### src/nmea_gga_position_parser_assert.svh
// ----------------------------------------------------------------------------
// NMEA GGA position parser assertion macros
// Concurrent assertion wrappers on clk; compiled out for synthesis.
// ----------------------------------------------------------------------------
`ifndef NMEA_GGA_POSITION_PARSER_ASSERT_SVH
`define NMEA_GGA_POSITION_PARSER_ASSERT_SVH
`ifndef SYNTHESIS
// checked outside reset only
`define NGP_ASSERT(label, prop, msg) \
    label: assert property (@(posedge clk) disable iff (!rst_n) prop) else $error(msg);
// checked at every edge, reset included
`define NGP_ASSERT_ALWAYS(label, prop, msg) \
    label: assert property (@(posedge clk) prop) else $error(msg);
`else
`define NGP_ASSERT(label, prop, msg)
`define NGP_ASSERT_ALWAYS(label, prop, msg)
`endif
`endif

### src/nmea_gga_pkg.sv
// ----------------------------------------------------------------------------
// NMEA GGA parser package
// Character codes, field numbers, conversion constants and helpers.
// ----------------------------------------------------------------------------
package nmea_gga_pkg;

    localparam logic [7:0] CH_LF    = 8'h0A;
    localparam logic [7:0] CH_TAB   = 8'h09;
    localparam logic [7:0] CH_CR    = 8'h0D;
    localparam logic [7:0] CH_SPACE = 8'h20;
    localparam logic [7:0] CH_STAR  = 8'h2A;
    localparam logic [7:0] CH_COMMA = 8'h2C;
    localparam logic [7:0] CH_DOT   = 8'h2E;
    localparam logic [7:0] CH_ZERO  = 8'h30;
    localparam logic [7:0] CH_ONE   = 8'h31;
    localparam logic [7:0] CH_NINE  = 8'h39;
    localparam logic [7:0] CH_S     = 8'h53;
    localparam logic [7:0] CH_W     = 8'h57;

    localparam logic [2:0] HDR_LEN   = 3'd6;
    localparam logic [2:0] FIELD_LAT = 3'd2;
    localparam logic [2:0] FIELD_NS  = 3'd3;
    localparam logic [2:0] FIELD_LON = 3'd4;
    localparam logic [2:0] FIELD_EW  = 3'd5;
    localparam logic [2:0] FIELD_FIX = 3'd6;
    localparam logic [2:0] FIELD_MAX = 3'd7;

    // whole degrees, 200 is the saturation value of a coordinate
    localparam logic [7:0] DEG_CAP   = 8'd200;
    localparam logic [7:0] LAT_LIMIT = 8'd90;
    localparam logic [7:0] LON_LIMIT = 8'd180;

    localparam int LAT_W = 31;
    localparam int LON_W = 32;
    // scaled minutes, always below 1e9
    localparam int X_W   = 30;
    // minutes part in 1e-7 degree, below 1e9 / 60
    localparam int Q_W   = 25;

    // floor(y / 15) = (y * RECIP15) >> 32 for y < 2^28
    localparam logic [28:0] RECIP15     = 29'd286331154;
    localparam int          RECIP_SHIFT = 32;
    localparam logic [31:0] DEG_UNIT    = 32'd10000000;

    typedef struct packed {
        logic ok;
        logic south;
        logic west;
    } line_status_t;

    function automatic logic [7:0] hdr_char(input logic [2:0] idx);
        logic [7:0] c;
        unique case (idx)
            3'd0:    c = 8'h24;  // $
            3'd1:    c = 8'h47;  // G
            3'd2:    c = 8'h50;  // P
            3'd3:    c = 8'h47;  // G
            3'd4:    c = 8'h47;  // G
            3'd5:    c = 8'h41;  // A
            default: c = 8'h00;
        endcase
        return c;
    endfunction

    function automatic longint unsigned pow10(input int unsigned n);
        longint unsigned r;
        r = 1;
        for (int i = 0; i < 8; i++)
        begin
            if (i < n)
                r = r * 10;
        end
        return r;
    endfunction

    // hundreds digit of a value below 1000
    function automatic logic [3:0] hundreds(input logic [9:0] v);
        logic [3:0] q;
        q = 4'd0;
        for (int k = 1; k < 10; k++)
        begin
            if (v >= 10'(100 * k))
                q = 4'(k);
        end
        return q;
    endfunction

endpackage

### src/nmea_gga_position_parser.sv
// ----------------------------------------------------------------------------
// NMEA GGA position parser
// Byte-stream GGA sentence checker with position output in 1e-7 degree.
// ----------------------------------------------------------------------------
// Usage:
//  rx channel (rx_valid/rx_ready/rx_byte) takes one character per cycle while rx_ready is high.
//  Every line feed produces exactly one result on the res channel
//  (res_valid/res_ready): accepted, latitude, longitude. Other characters
//  produce nothing. Leading blanks are skipped, the line must open with
//  $GPGGA, text after '*' is ignored.
//  Throughput: one character per cycle, sustained, as long as results drain.
//  A line feed is captured in the first stage register and its result reaches
//  res_valid through four conversion stages (minutes assembly, range
//  check and scaling, reciprocal multiply for the divide by 60, degree
//  combine and sign) into the result register.
//  If res_ready stays low, up to five results queue in the stages and the
//  result register; rx_ready drops only once the first stage cannot move.
//  Reset clears the line state and empties all stages; no result is pending.
// ----------------------------------------------------------------------------
`include "nmea_gga_position_parser_assert.svh"

module nmea_gga_position_parser #(
    parameter int FRAC_DIGITS = 5
) (
    input  logic               clk,
    input  logic               rst_n,
    input  logic               rx_valid,
    output logic               rx_ready,
    input  logic [7:0]         rx_byte,
    output logic               res_valid,
    input  logic               res_ready,
    output logic               accepted,
    output logic signed [30:0] latitude,
    output logic signed [31:0] longitude
);
    import nmea_gga_pkg::*;

    localparam longint unsigned P = pow10(FRAC_DIGITS);
    localparam int FW = $clog2(P);
    localparam int MW = $clog2(100 * P);
    localparam logic [MW-1:0]  P_M     = MW'(P);
    localparam logic [MW-1:0]  P60     = MW'(60 * P);
    localparam logic [X_W-1:0] SCALE_X = X_W'(pow10(7 - FRAC_DIGITS));

    // index 0 is latitude, 1 is longitude
    line_status_t scan_status;
    logic [7:0]    scan_deg [2];
    logic [6:0]    scan_mm [2];
    logic [FW-1:0] scan_frac [2];

    logic fire, is_lf;
    logic en1, en2, en3, en4, out_en;
    logic v1_reg, v2_reg, v3_reg, v4_reg, out_valid_reg;

    line_status_t  st1_reg, st2_reg, st3_reg, st4_reg;
    logic [7:0]    deg1_reg [2], deg2_reg [2], deg3_reg [2], deg4_reg [2];
    logic [6:0]    mm1_reg [2];
    logic [FW-1:0] frac1_reg [2];
    logic [MW-1:0] m2_reg [2];
    logic [X_W-1:0] x3_reg [2];
    logic [Q_W-1:0] q4_reg [2];

    logic [MW-1:0]  m_c [2];
    logic [X_W-1:0] x_c [2];
    logic [56:0]    prod_c [2];
    logic [31:0]    r_c [2];
    logic [7:0]     limit_c [2];
    logic           range_ok [2];
    logic           ok_f;
    logic [31:0]    la, lo;

    logic                    accepted_reg, accepted_next;
    logic signed [LAT_W-1:0] latitude_reg, latitude_next;
    logic signed [LON_W-1:0] longitude_reg, longitude_next;

    nmea_gga_scan #(
        .FRAC_DIGITS(FRAC_DIGITS)
    ) u_scan (
        .clk      (clk),
        .rst_n    (rst_n),
        .fire     (fire),
        .rx_byte  (rx_byte),
        .status   (scan_status),
        .lat_deg  (scan_deg[0]),
        .lat_mm   (scan_mm[0]),
        .lat_frac (scan_frac[0]),
        .lon_deg  (scan_deg[1]),
        .lon_mm   (scan_mm[1]),
        .lon_frac (scan_frac[1])
    );

    // each stage moves when empty or when the one after it moves
    always_comb
    begin
        out_en   = !out_valid_reg || res_ready;
        en4      = !v4_reg || out_en;
        en3      = !v3_reg || en4;
        en2      = !v2_reg || en3;
        en1      = !v1_reg || en2;
        rx_ready = en1;
        fire     = rx_valid && en1;
        is_lf    = rx_byte == CH_LF;
    end

    always_comb
    begin
        limit_c[0] = LAT_LIMIT;
        limit_c[1] = LON_LIMIT;
        for (int i = 0; i < 2; i++)
        begin
            m_c[i] = MW'(mm1_reg[i]) * P_M + MW'(frac1_reg[i]);

            // total minutes above limit*60: besides degrees above the limit, only the top two degree values can trip it
            priority if (deg2_reg[i] > limit_c[i])
                range_ok[i] = 1'b0;
            else if (deg2_reg[i] == limit_c[i])
                range_ok[i] = m2_reg[i] == '0;
            else if (deg2_reg[i] == limit_c[i] - 8'd1)
                range_ok[i] = m2_reg[i] <= P60;
            else
                range_ok[i] = 1'b1;
            x_c[i] = X_W'(m2_reg[i]) * SCALE_X;

            // x / 60 = (x >> 2) / 15
            prod_c[i] = 57'(x3_reg[i][X_W-1:2]) * 57'(RECIP15);

            r_c[i] = 32'(deg4_reg[i]) * DEG_UNIT + 32'(q4_reg[i]);
        end

        ok_f = st4_reg.ok && r_c[0] != 32'd0 && r_c[1] != 32'd0;
        la   = ok_f ? r_c[0] : 32'd0;
        lo   = ok_f ? r_c[1] : 32'd0;
        if (st4_reg.south)
            la = 32'd0 - la;
        if (st4_reg.west)
            lo = 32'd0 - lo;
        accepted_next  = ok_f;
        latitude_next  = LAT_W'(la);
        longitude_next = LON_W'(lo);
    end

    always_ff @(posedge clk or negedge rst_n)
    begin
        if (!rst_n)
        begin
            v1_reg        <= 1'b0;
            v2_reg        <= 1'b0;
            v3_reg        <= 1'b0;
            v4_reg        <= 1'b0;
            out_valid_reg <= 1'b0;
        end
        else
        begin
            if (en1)
                v1_reg <= fire && is_lf;
            if (en2)
                v2_reg <= v1_reg;
            if (en3)
                v3_reg <= v2_reg;
            if (en4)
                v4_reg <= v3_reg;
            if (out_en)
                out_valid_reg <= v4_reg;
        end
    end

    always_ff @(posedge clk)
    begin
        if (en1)
        begin
            st1_reg <= scan_status;
            for (int i = 0; i < 2; i++)
            begin
                deg1_reg[i]  <= scan_deg[i];
                mm1_reg[i]   <= scan_mm[i];
                frac1_reg[i] <= scan_frac[i];
            end
        end
        if (en2)
        begin
            st2_reg <= st1_reg;
            for (int i = 0; i < 2; i++)
            begin
                deg2_reg[i] <= deg1_reg[i];
                m2_reg[i]   <= m_c[i];
            end
        end
        if (en3)
        begin
            st3_reg <= '{
                ok:    st2_reg.ok && range_ok[0] && range_ok[1],
                south: st2_reg.south,
                west:  st2_reg.west
            };
            for (int i = 0; i < 2; i++)
            begin
                deg3_reg[i] <= deg2_reg[i];
                x3_reg[i]   <= x_c[i];
            end
        end
        if (en4)
        begin
            st4_reg <= st3_reg;
            for (int i = 0; i < 2; i++)
            begin
                deg4_reg[i] <= deg3_reg[i];
                q4_reg[i]   <= prod_c[i][RECIP_SHIFT+Q_W-1:RECIP_SHIFT];
            end
        end
        if (out_en)
        begin
            accepted_reg  <= accepted_next;
            latitude_reg  <= latitude_next;
            longitude_reg <= longitude_next;
        end
    end

    assign res_valid = out_valid_reg;
    assign accepted  = accepted_reg;
    assign latitude  = latitude_reg;
    assign longitude = longitude_reg;

    `NGP_ASSERT_ALWAYS(a_reject_zero, (res_valid && !accepted) |-> (latitude == 0 && longitude == 0), "rejected line carries a position")
    `NGP_ASSERT(a_accept_nonzero, (res_valid && accepted) |-> (latitude != 0 && longitude != 0), "accepted line with zero coordinate")
    `NGP_ASSERT(a_lat_range, res_valid |-> (latitude <= 31'sd900000000 && latitude >= -31'sd900000000), "latitude beyond 90 degrees")
    `NGP_ASSERT(a_lf_enters, (rx_valid && rx_ready && rx_byte == CH_LF) |=> v1_reg, "line feed lost before first stage")
    `NGP_ASSERT(a_stall_full, !rx_ready |-> (v1_reg && v2_reg && v3_reg && v4_reg && out_valid_reg), "input stalled with a free stage")

endmodule

### src/nmea_gga_scan.sv
// ----------------------------------------------------------------------------
// NMEA GGA line scanner
// Per-character sentence state: header match, field split, coordinate digit
// accumulation as degrees, minutes and fraction, hemisphere and fix checks.
// ----------------------------------------------------------------------------
module nmea_gga_scan #(
    parameter  int FRAC_DIGITS = 5,
    localparam int FW = $clog2(nmea_gga_pkg::pow10(FRAC_DIGITS))
) (
    input  logic                       clk,
    input  logic                       rst_n,
    input  logic                       fire,
    input  logic [7:0]                 rx_byte,
    output nmea_gga_pkg::line_status_t status,
    output logic [7:0]                 lat_deg,
    output logic [6:0]                 lat_mm,
    output logic [FW-1:0]              lat_frac,
    output logic [7:0]                 lon_deg,
    output logic [6:0]                 lon_mm,
    output logic [FW-1:0]              lon_frac
);
    import nmea_gga_pkg::*;

    localparam int CW = $clog2(FRAC_DIGITS + 1);

    logic [2:0]    hdr_reg, hdr_next;
    logic          started_reg, started_next;
    logic          rejected_reg, rejected_next;
    logic          star_reg, star_next;
    logic [2:0]    field_reg, field_next;
    logic          first_reg, first_next;
    logic          dot_reg, dot_next;
    logic          digit_reg, digit_next;
    logic [CW-1:0] fcount_reg, fcount_next;
    logic [7:0]    lat_deg_reg, lat_deg_next, lon_deg_reg, lon_deg_next;
    logic [6:0]    lat_mm_reg, lat_mm_next, lon_mm_reg, lon_mm_next;
    logic [FW-1:0] lat_frac_reg, lat_frac_next, lon_frac_reg, lon_frac_next;
    logic          lat_bad_reg, lat_bad_next, lon_bad_reg, lon_bad_next;
    logic          south_reg, south_next, west_reg, west_next;
    logic          fix_nz_reg, fix_nz_next, fix_bad_reg, fix_bad_next;

    logic          is_lf, is_blank, is_digit, sel_lon;
    logic [3:0]    d;
    logic [7:0]    cur_deg, deg_new;
    logic [6:0]    cur_mm, mm_new, mm_wide;
    logic [FW-1:0] cur_frac, frac_new, weight;
    logic [9:0]    cmb;
    logic [3:0]    carry;
    logic [10:0]   deg_wide;
    logic          sat;

    // shared digit unit for whichever coordinate field is open
    always_comb
    begin
        is_lf    = rx_byte == CH_LF;
        is_blank = rx_byte == CH_SPACE || (rx_byte >= CH_TAB && rx_byte <= CH_CR);
        is_digit = rx_byte >= CH_ZERO && rx_byte <= CH_NINE;
        d        = 4'(rx_byte - CH_ZERO);
        sel_lon  = field_reg == FIELD_LON;
        cur_deg  = sel_lon ? lon_deg_reg : lat_deg_reg;
        cur_mm   = sel_lon ? lon_mm_reg : lat_mm_reg;
        cur_frac = sel_lon ? lon_frac_reg : lat_frac_reg;

        // ddmm * 10 + d, carried into degrees through the minutes pair
        cmb      = 10'(cur_mm) * 10'd10 + 10'(d);
        carry    = hundreds(cmb);
        deg_wide = 11'(cur_deg) * 11'd10 + 11'(carry);
        mm_wide  = 7'(cmb - 10'(carry) * 10'd100);
        sat      = deg_wide > 11'(DEG_CAP) || (deg_wide == 11'(DEG_CAP) && mm_wide != 7'd0);
        deg_new  = sat ? DEG_CAP : 8'(deg_wide);
        mm_new   = sat ? 7'd0 : mm_wide;

        weight   = FW'(pow10(32'(FRAC_DIGITS - 1) - 32'(fcount_reg)));
        frac_new = cur_frac + FW'(d) * weight;
    end

    always_comb
    begin
        hdr_next      = hdr_reg;
        started_next  = started_reg;
        rejected_next = rejected_reg;
        star_next     = star_reg;
        field_next    = field_reg;
        first_next    = first_reg;
        dot_next      = dot_reg;
        digit_next    = digit_reg;
        fcount_next   = fcount_reg;
        lat_deg_next  = lat_deg_reg;
        lat_mm_next   = lat_mm_reg;
        lat_frac_next = lat_frac_reg;
        lon_deg_next  = lon_deg_reg;
        lon_mm_next   = lon_mm_reg;
        lon_frac_next = lon_frac_reg;
        lat_bad_next  = lat_bad_reg;
        lon_bad_next  = lon_bad_reg;
        south_next    = south_reg;
        west_next     = west_reg;
        fix_nz_next   = fix_nz_reg;
        fix_bad_next  = fix_bad_reg;

        if (fire && is_lf)
        begin
            hdr_next      = 3'd0;
            started_next  = 1'b0;
            rejected_next = 1'b0;
            star_next     = 1'b0;
            field_next    = 3'd0;
            first_next    = 1'b1;
            dot_next      = 1'b0;
            digit_next    = 1'b0;
            fcount_next   = '0;
            lat_deg_next  = 8'd0;
            lat_mm_next   = 7'd0;
            lat_frac_next = '0;
            lon_deg_next  = 8'd0;
            lon_mm_next   = 7'd0;
            lon_frac_next = '0;
            lat_bad_next  = 1'b0;
            lon_bad_next  = 1'b0;
            south_next    = 1'b0;
            west_next     = 1'b0;
            fix_nz_next   = 1'b0;
            fix_bad_next  = 1'b0;
        end
        else if (fire && (started_reg || !is_blank))
        begin
            started_next = 1'b1;
            priority if (rejected_reg || star_reg)
            begin
                star_next = star_reg;
            end
            else if (hdr_reg < HDR_LEN)
            begin
                if (rx_byte == hdr_char(hdr_reg))
                    hdr_next = hdr_reg + 3'd1;
                else
                    rejected_next = 1'b1;
            end
            else if (rx_byte == CH_STAR)
            begin
                star_next = 1'b1;
            end
            else if (rx_byte == CH_COMMA)
            begin
                if (field_reg == FIELD_LAT && !digit_reg)
                    lat_bad_next = 1'b1;
                if (field_reg == FIELD_LON && !digit_reg)
                    lon_bad_next = 1'b1;
                if (field_reg != FIELD_MAX)
                    field_next = field_reg + 3'd1;
                fcount_next = '0;
                dot_next    = 1'b0;
                digit_next  = 1'b0;
                first_next  = 1'b1;
            end
            else
            begin
                unique case (field_reg)
                    FIELD_LAT, FIELD_LON:
                    begin
                        if (rx_byte == CH_DOT)
                        begin
                            if (dot_reg && sel_lon)
                                lon_bad_next = 1'b1;
                            if (dot_reg && !sel_lon)
                                lat_bad_next = 1'b1;
                            dot_next = 1'b1;
                        end
                        else if (is_digit)
                        begin
                            digit_next = 1'b1;
                            if (!dot_reg)
                            begin
                                if (sel_lon)
                                begin
                                    lon_deg_next = deg_new;
                                    lon_mm_next  = mm_new;
                                end
                                else
                                begin
                                    lat_deg_next = deg_new;
                                    lat_mm_next  = mm_new;
                                end
                            end
                            else if (fcount_reg < CW'(FRAC_DIGITS))
                            begin
                                // digits beyond the kept precision are dropped
                                if (sel_lon)
                                    lon_frac_next = frac_new;
                                else
                                    lat_frac_next = frac_new;
                                fcount_next = fcount_reg + CW'(1);
                            end
                        end
                    end
                    FIELD_NS:
                    begin
                        if (first_reg)
                            south_next = rx_byte == CH_S;
                    end
                    FIELD_EW:
                    begin
                        if (first_reg)
                            west_next = rx_byte == CH_W;
                    end
                    FIELD_FIX:
                    begin
                        if (rx_byte >= CH_ONE && rx_byte <= CH_NINE)
                            fix_nz_next = 1'b1;
                        else if (rx_byte == CH_DOT)
                            fix_bad_next = 1'b1;
                    end
                    default:
                    begin
                        fix_bad_next = fix_bad_reg;
                    end
                endcase
                first_next = 1'b0;
            end
        end
    end

    always_ff @(posedge clk or negedge rst_n)
    begin
        if (!rst_n)
        begin
            hdr_reg      <= 3'd0;
            started_reg  <= 1'b0;
            rejected_reg <= 1'b0;
            star_reg     <= 1'b0;
            field_reg    <= 3'd0;
            first_reg    <= 1'b1;
            dot_reg      <= 1'b0;
            digit_reg    <= 1'b0;
            fcount_reg   <= '0;
            lat_deg_reg  <= 8'd0;
            lat_mm_reg   <= 7'd0;
            lat_frac_reg <= '0;
            lon_deg_reg  <= 8'd0;
            lon_mm_reg   <= 7'd0;
            lon_frac_reg <= '0;
            lat_bad_reg  <= 1'b0;
            lon_bad_reg  <= 1'b0;
            south_reg    <= 1'b0;
            west_reg     <= 1'b0;
            fix_nz_reg   <= 1'b0;
            fix_bad_reg  <= 1'b0;
        end
        else
        begin
            hdr_reg      <= hdr_next;
            started_reg  <= started_next;
            rejected_reg <= rejected_next;
            star_reg     <= star_next;
            field_reg    <= field_next;
            first_reg    <= first_next;
            dot_reg      <= dot_next;
            digit_reg    <= digit_next;
            fcount_reg   <= fcount_next;
            lat_deg_reg  <= lat_deg_next;
            lat_mm_reg   <= lat_mm_next;
            lat_frac_reg <= lat_frac_next;
            lon_deg_reg  <= lon_deg_next;
            lon_mm_reg   <= lon_mm_next;
            lon_frac_reg <= lon_frac_next;
            lat_bad_reg  <= lat_bad_next;
            lon_bad_reg  <= lon_bad_next;
            south_reg    <= south_next;
            west_reg     <= west_next;
            fix_nz_reg   <= fix_nz_next;
            fix_bad_reg  <= fix_bad_next;
        end
    end

    always_comb
    begin
        status.ok    = started_reg && hdr_reg == HDR_LEN && !rejected_reg
                       && field_reg >= FIELD_FIX && !lat_bad_reg && !lon_bad_reg
                       && fix_nz_reg && !fix_bad_reg;
        status.south = south_reg;
        status.west  = west_reg;
    end

    assign lat_deg  = lat_deg_reg;
    assign lat_mm   = lat_mm_reg;
    assign lat_frac = lat_frac_reg;
    assign lon_deg  = lon_deg_reg;
    assign lon_mm   = lon_mm_reg;
    assign lon_frac = lon_frac_reg;

endmodule

### config.mk
export PLATFORM = sky130hd
export DESIGN_NAME = nmea_gga_position_parser
export DESIGN_NICKNAME = d
export VERILOG_FILES = /design/src/nmea_gga_pkg.sv /design/src/nmea_gga_position_parser.sv /design/src/nmea_gga_scan.sv
export VERILOG_INCLUDE_DIRS = /design/src /design/src/src
export SDC_FILE = /design/constraint.sdc
export NUM_CORES = 2
export LEC_CHECK = 0
export BUFFER_PORTS_ARGS = -buffer_cell sky130_fd_sc_hd__buf_2
export CAP_MARGIN = 20
export CORE_MARGIN = 2
export CORE_UTILIZATION = 60
export CTS_BUF_LIST = sky130_fd_sc_hd__clkbuf_8
export DETAILED_ROUTE_END_ITERATION = 7
export PLACE_DENSITY = 0.79
export RECOVER_POWER = 25
export SLEW_MARGIN = 5
export SYNTH_ARGS = -nofsm -noshare
export SYNTH_HDL_FRONTEND = slang
export SYNTH_HIERARCHICAL = 1
export SYNTH_SLANG_ARGS = --single-unit
### constraint.sdc
create_clock -name clk -period 13.05 [get_ports clk]
set_clock_uncertainty 0.15 [all_clocks]
set_input_delay 0 -clock clk [delete_from_list [all_inputs] [get_ports clk]]
set_output_delay 0 -clock clk [all_outputs]
set_load 0.01 [all_outputs]
; ---- Word-level counts from Yosys, hierarchy flattened
; Memories as Yosys holds them, arrays and structs flattened.
; Index checks and enable logic that the tools add are counted.
[word_totals]
register_bits = 166
n_memories = 9
word_cells = 467
input_bits = 12
ram_bits = 266
[classes]
reduce_logical = 93
addsub = 15
muxes = 223
order_cmp = 30
n_eq_ne = 37
n_mul = 19
[memory_table]
columns = name, depth, width, rd, rd_ports_with_merged_regs, wr, line
row1 = x3_reg, 2, 28, 2, 0, 2, nmea_gga_position_parser.sv:60  ; logic [X_W-1:0] x3_reg [2];
row2 = q4_reg, 2, 25, 2, 0, 2, nmea_gga_position_parser.sv:61  ; logic [Q_W-1:0] q4_reg [2];
row3 = m2_reg, 2, 24, 2, 0, 2, nmea_gga_position_parser.sv:59  ; logic [MW-1:0] m2_reg [2];
row4 = frac1_reg, 2, 17, 2, 0, 2, nmea_gga_position_parser.sv:58  ; logic [FW-1:0] frac1_reg [2];
row5 = deg1_reg, 2, 8, 2, 0, 2, nmea_gga_position_parser.sv:56  ; logic [7:0] deg1_reg [2], deg2_reg [2], deg3_reg [2], deg4_reg [2];
row6 = deg2_reg, 2, 8, 2, 0, 2, nmea_gga_position_parser.sv:56
row7 = 3 more memories, -, -, -, -, -, -
[ops]
columns = op, count
row1 = $mux 17, 26
row2 = $mux 64, 6
row3 = $mul 64x3->63 const B, 5
row4 = $mux 8, 28
row5 = $mux 7, 24
row6 = $lt 3x32->1 const A, 4
row7 = $mul 28x28->56 const B, 2
row8 = $mux 1, 102
row9 = $mux 3, 23
row10 = $add 32x25->32, 2
row11 = $lt 1x32->1 const A, 2
row12 = $lt 2x32->1 const A, 2
row13 = $mul 64x3->16 const B, 1
row14 = $mux 32, 2
row15 = $reduce_bool 32->1, 2
row16 = $mux 31, 2
row17 = $mul 24x5->28 const B, 2
row18 = $mul 8x17->25 const B, 2
row19 = $add 24x17->24, 2
row20 = $le 24x23->1 const B, 2
row21 = $logic_not 24->1, 2
row22 = $ge 10x10->1 const B, 4
row23 = $mul 7x12->19 const B, 2
row24 = $mux 4, 9
row25 = 55 further kinds, 159

; ---- Depth between registers and ports, before layout
[logic_depth]
ltp_word = 31
ltp_mapped = 59
depth_no_buf = 54

; ---- By module
; The synthesis kept the hierarchy.
[by_module_without_submodules]
columns = mod, seq_area_each_um2, instances, area_per_inst_um2, cells_each
row1 = nmea_gga_position_parser, 10395.0, 1, 41095.7, 3939
row2 = nmea_gga_scan, 2128.3, 1, 11818.8, 1433

; ---- Worst setup path after synthesis
; No wires, ideal clock.
[synth_timing]
path_type = register -> register
startpoint = reg u_scan.fcount_reg[1]
endpoint = reg u_scan.lat_frac_reg[16], in the netlist u_scan/lat_frac[16]
t_required_ns = 12.762
synth_period_minus_slack_ns = 12.684
setup_slack_ns = 0.366
stages_incl_launch_ff = 57
t_arrival_ns = 12.396
n_path_buf = 5
path_cell_list = dfrtp_1 buf_2 buf_1 inv_1 ha_1 clkbuf_1 a21boi_1 nor2_1 clkbuf_1 nand2_1 inv_1 ha_1 clkbuf_1 mux2i_1 inv_1 ha_1 ha_1 mux2_2 (+21 left out) nand3_1 nor2_1 a221o_1 mux2i_1 nor2_1 a31oi_1 nand2_1 fa_1 fa_1 fa_1 inv_1 ha_1 a21o_1 a31oi_1 xnor2_1 xnor3_1 mux2i_1 mux2i_1
[synth_between]
elab_chain_cells = 31
[synth_rtl]
columns = item, line
row1 = "start, declared", nmea_gga_scan.sv:34  ; logic [CW-1:0] fcount_reg, fcount_next;
row2 = "start signal, assigned", nmea_gga_scan.sv:259  ; fcount_reg <= fcount_next;
row3 = $sub 3x3->4, nmea_gga_scan.sv:73  ; weight = FW'(pow10(32'(FRAC_DIGITS - 1) - 32'(fcount_reg)));
row4 = $lt 1x32->1, nmea_gga_pkg.sv:70  ; if (i < n)
row5 = $mux 4, nmea_gga_pkg.sv:70
row6 = $mul 4x3->7, nmea_gga_pkg.sv:71  ; r = r * 10;
row7 = $mux 64, nmea_gga_pkg.sv:70
row8 = $mul 64x3->63, nmea_gga_pkg.sv:71
row9 = $mux 64, nmea_gga_pkg.sv:70
row10 = $mul 64x3->63, nmea_gga_pkg.sv:71
row11 = (+15 left out), -
row12 = $mux 17, nmea_gga_scan.sv:161  ; if (rx_byte == CH_DOT)
row13 = $mux 17, nmea_gga_scan.sv:158  ; unique case (field_reg)
row14 = $mux 17, nmea_gga_scan.sv:143  ; else if (rx_byte == CH_COMMA)
row15 = $mux 17, nmea_gga_scan.sv:139  ; else if (rx_byte == CH_STAR)
row16 = $mux 17, nmea_gga_scan.sv:132  ; else if (hdr_reg < HDR_LEN)
row17 = $mux 17, nmea_gga_scan.sv:128  ; priority if (rejected_reg || star_reg)
row18 = $mux 17, nmea_gga_scan.sv:125  ; else if (fire && (started_reg || !is_blank))
row19 = $mux 17, nmea_gga_scan.sv:101  ; if (fire && is_lf)
row20 = "end signal, assigned", nmea_gga_scan.sv:262  ; lat_frac_reg <= lat_frac_next;
row21 = "end, declared", nmea_gga_scan.sv:37  ; logic [FW-1:0] lat_frac_reg, lat_frac_next, lon_frac_reg, lon_frac_next;
; Several ways; a longest one is shown, not always the timed one. The select of a mux whose other input is x is not followed.
; A chain may end at the register's enable or synchronous reset.

; ---- Final worst setup path
; Same ends and word-level chain as after synthesis.

==> flow_summary.json <==
{
  "status": "complete, but fails checks",
  "violations": "max-capacitance violations, max-slew violations",
  "clk_path_buf_depth": 3,
  "cts_sinks": 432,
  "dieHeight_um": 301,
  "synth-seq-cells": 432,
  "wl_per_cell_um": 17.2,
  "arrival_ns": 12.49,
  "cpMostUsedCell": "ha_1",
  "path_max_fanout": 13,
  "pwr-share-seq_pct": 51.4,
  "path_clk_slew_ns": 0.07,
  "yosys-top-cells-area": "ha_1 (25%), edfxtp_1 (19%), fa_1 (14%)",
  "power_frac_clock_pct": 45.0,
  "crit_required_ns": 13.40,
  "fin_nets": 6959,
  "post-dp-hpwl_um": 94200,
  "yosysSeqAreaShare_pct": 23.7,
  "grt.overflow.total": 0,
  "clock_latency_ns": 0.68,
  "grt_pass1_wl_um": 193000,
  "comb_power_share_pct": 3.7,
  "period_share_pct": 93.0,
  "largest_reg_flops": 56,
  "yosys.area_share.xor_xnor_pct": 5.65,
  "syn_area_um2": 52900,
  "synth_fa_ha_area_share_pct": 39.6,
  "worstHoldPathType": "reg -> reg",
  "drt_iter0_drc": 2396,
  "syn_avg_cell_area_um2": 9.85,
  "netSwitchingFraction_pct": 22.7,
  "htreeDepth": 3,
  "rows": 108,
  "vias": 38600,
  "relSlewSlack_pct": -173,
  "setup_viol": 0,
  "n_fill_cell": 6773,
  "p_int_mw": 2.22,
  "synth_top_area_cell": "ha_1",
  "p_per_area_nw_per_um2": 50.9,
  "p_leak_nw": 31.2,
  "root_buffer": "clkbuf_8",
  "layout_commonest_cell": "ha_1",
  "grt_pass1_vias": 39300,
  "final_cell_mix": "ha_1 (1,071), inv_1 (975), fa_1 (377), edfxtp_1 (342), nand2_1 (307)",
  "async_flop_share_pct": 20.8,
  "fp.dieArea_um2": 90600,
  "place_inst": 6552,
  "synth_top_area_share_pct": 25.3,
  "drc_errors": 0,
  "crit_path_end_kind": "flip-flop",
  "cpMaxStageDelayCell": "fa_1",
  "grt_max_degree": 77,
  "ant_nets": 0,
  "crit_type": "reg -> reg",
  "instances_no_fill": 6717,
  "start_util_pct": 60.8,
  "first_pass_iters": 6,
  "start_kind": "flip-flop",
  "power_mw": 2.87,
  "gp_congestion": 0.946,
  "synth_top_family_by_area": "adder cells",
  "slowest_delay_ns": 0.55,
  "regArea_um2": 12500,
  "drv_slew": 73,
  "worstMarginPinSlew_ns": 4.09,
  "period_needed_ns": 12.14,
  "pin_count": 78,
  "yosys.cell_types.count": 125,
  "via_per_inst": 5.74,
  "fmax_mhz": 82.4,
  "synth_warnings": 6,
  "die_w_um": 301,
  "ir_worst_vdd_mv": 0.0725,
  "syn-num-nets": 6833,
  "fp.coreArea_um2": 87000,
  "drive_gt1_share_pct": 6.03,
  "area_delta_synth_final_pct": 6.75,
  "hold_violations": 0,
  "place_area_um2": 54700,
  "multiInputGateArea_um2": 36500,
  "synth_compound_area_share_pct": 12.1,
  "synth-edff-count": 342,
  "cts_buffers": 74,
  "antenna_found_initial": 4,
  "wl_um": 116000,
  "p_sw_mw": 0.653,
  "postSynthCellCount": 5372,
  "synth_ff_type": "edfxtp_1",
  "tritoncts": "yes",
  "io_buffers": 77,
  "synth-simple-area-share_pct": 10.3,
  "finalSetupTns_ns": 0,
  "yosys-mux-area-fraction_pct": 1.23,
  "maxCapViolCount": 1,
  "track_usage_pct": 26.1,
  "fin_area_um2": 56500
}
-- critical path: cells and delay by family (launching register included) --
kind | cells | cell delay, ns
adders and majority gates | 13 | 4.29
and+or+nand+nor | 14 | 2.63
AOI/OAI and AO/OA | 12 | 2.47
xor gates and xnor gates | 5 | 1.06
buffers and inverters | 6 | 0.71
DFF | 1 | 0.39
muxes | 2 | 0.29
-- layer usage --
layer	share of wire (%)	vias to the layer above	global-route usage, %
li1	-	18700	-
met1	44	18600	34.3
met2	48	969	44.5
met3	4.8	227	3.69
met4	3.1	4	8.13
met5	0.023	-	0
-- stage by stage --
step	utilization [%]	setup slack (ns)	hold WS, ns
detailed placement	62.8	0.255	-0.257
floorplan	-	0.366	-0.446
finish	64.9	0.911	0.260
global placement	62.8	0.492	-0.264
global route	64.9	-0.0397	0.272
CTS	64.9	0.191	0.0155
-- area by class of cell --
type / count / area share (%)
Clock buffer: 79 / 1.92
Multi-Input combinational cell: 3903 / 64.7
Timing Repair Buffer: 130 / 1.48
Inverter: 957 / 6.36
Clock inverter: 57 / 0.811
Tap cell: 1155 / 2.56
Antenna cell: 4 / 0.0177
Sequential cell: 432 / 22.2
-- what timing repair did --
action | in CTS | in global routing
endpoints found under the hold margin | 109 | 0
buffers inserted | 0 | 1
hold buffers | 22 | 0
resized for setup | 0 | 11
setup endpoints to repair | 0 | 4
-- worst paths after layout --
check                                startpoint                   to  slack [ns]  depth (start not counted)
min in group asynchronous                 rst_n            res_valid        0.55                          3
setup reg to reg           u_scan/fcount_reg[1]  u_scan/lat_frac[16]        0.91                         52
hold / removal                  frac1_reg[0][1]         m2_reg[0][1]        0.26                          0
hold reg to reg                 frac1_reg[0][1]         m2_reg[0][1]        0.26                          0
max in group asynchronous                 rst_n   u_scan/lat_frac[0]        9.01                          3
setup / recovery           u_scan/fcount_reg[1]  u_scan/lat_frac[16]        0.91                         52
-- power groups by stage --
stage | clock network (mW) | registers (mW) | logic [mW]
after global routing | 1.37 | 1.48 | 0.119
after global placement | 0 | 1.50 | 0.0966
after detailed placement | 0 | 1.50 | 0.100
final | 1.29 | 1.48 | 0.105
after CTS | 1.32 | 1.48 | 0.105
after floorplan | 0 | 1.50 | 0.0714
-- Yosys cell counts (all sizes together), types with 88 or more instances --
cell	instances
a21o	90
a21oi	238
dfrtp	89
edfxtp	342
fa	377
ha	1072
inv	956
nand2	310
nor2	293
nor3	88
o21ai	230
xnor2	208
xor2	115
-- logic make-up (layout without fill, tap and decap cells) --
| family | Yosys count | in the layout |
|---|---|---|
| fa+ha+maj | 1449 | 1449 |
| simple gates | 1113 | 1113 |
| buf+inv | 1037 | 1223 |
| compound gates | 955 | 955 |
| flops | 432 | 432 |
| xor+xnor | 328 | 328 |
| mux | 58 | 58 |
| other cells | 0 | 4 |
Power figures use the tool's default switching activity.
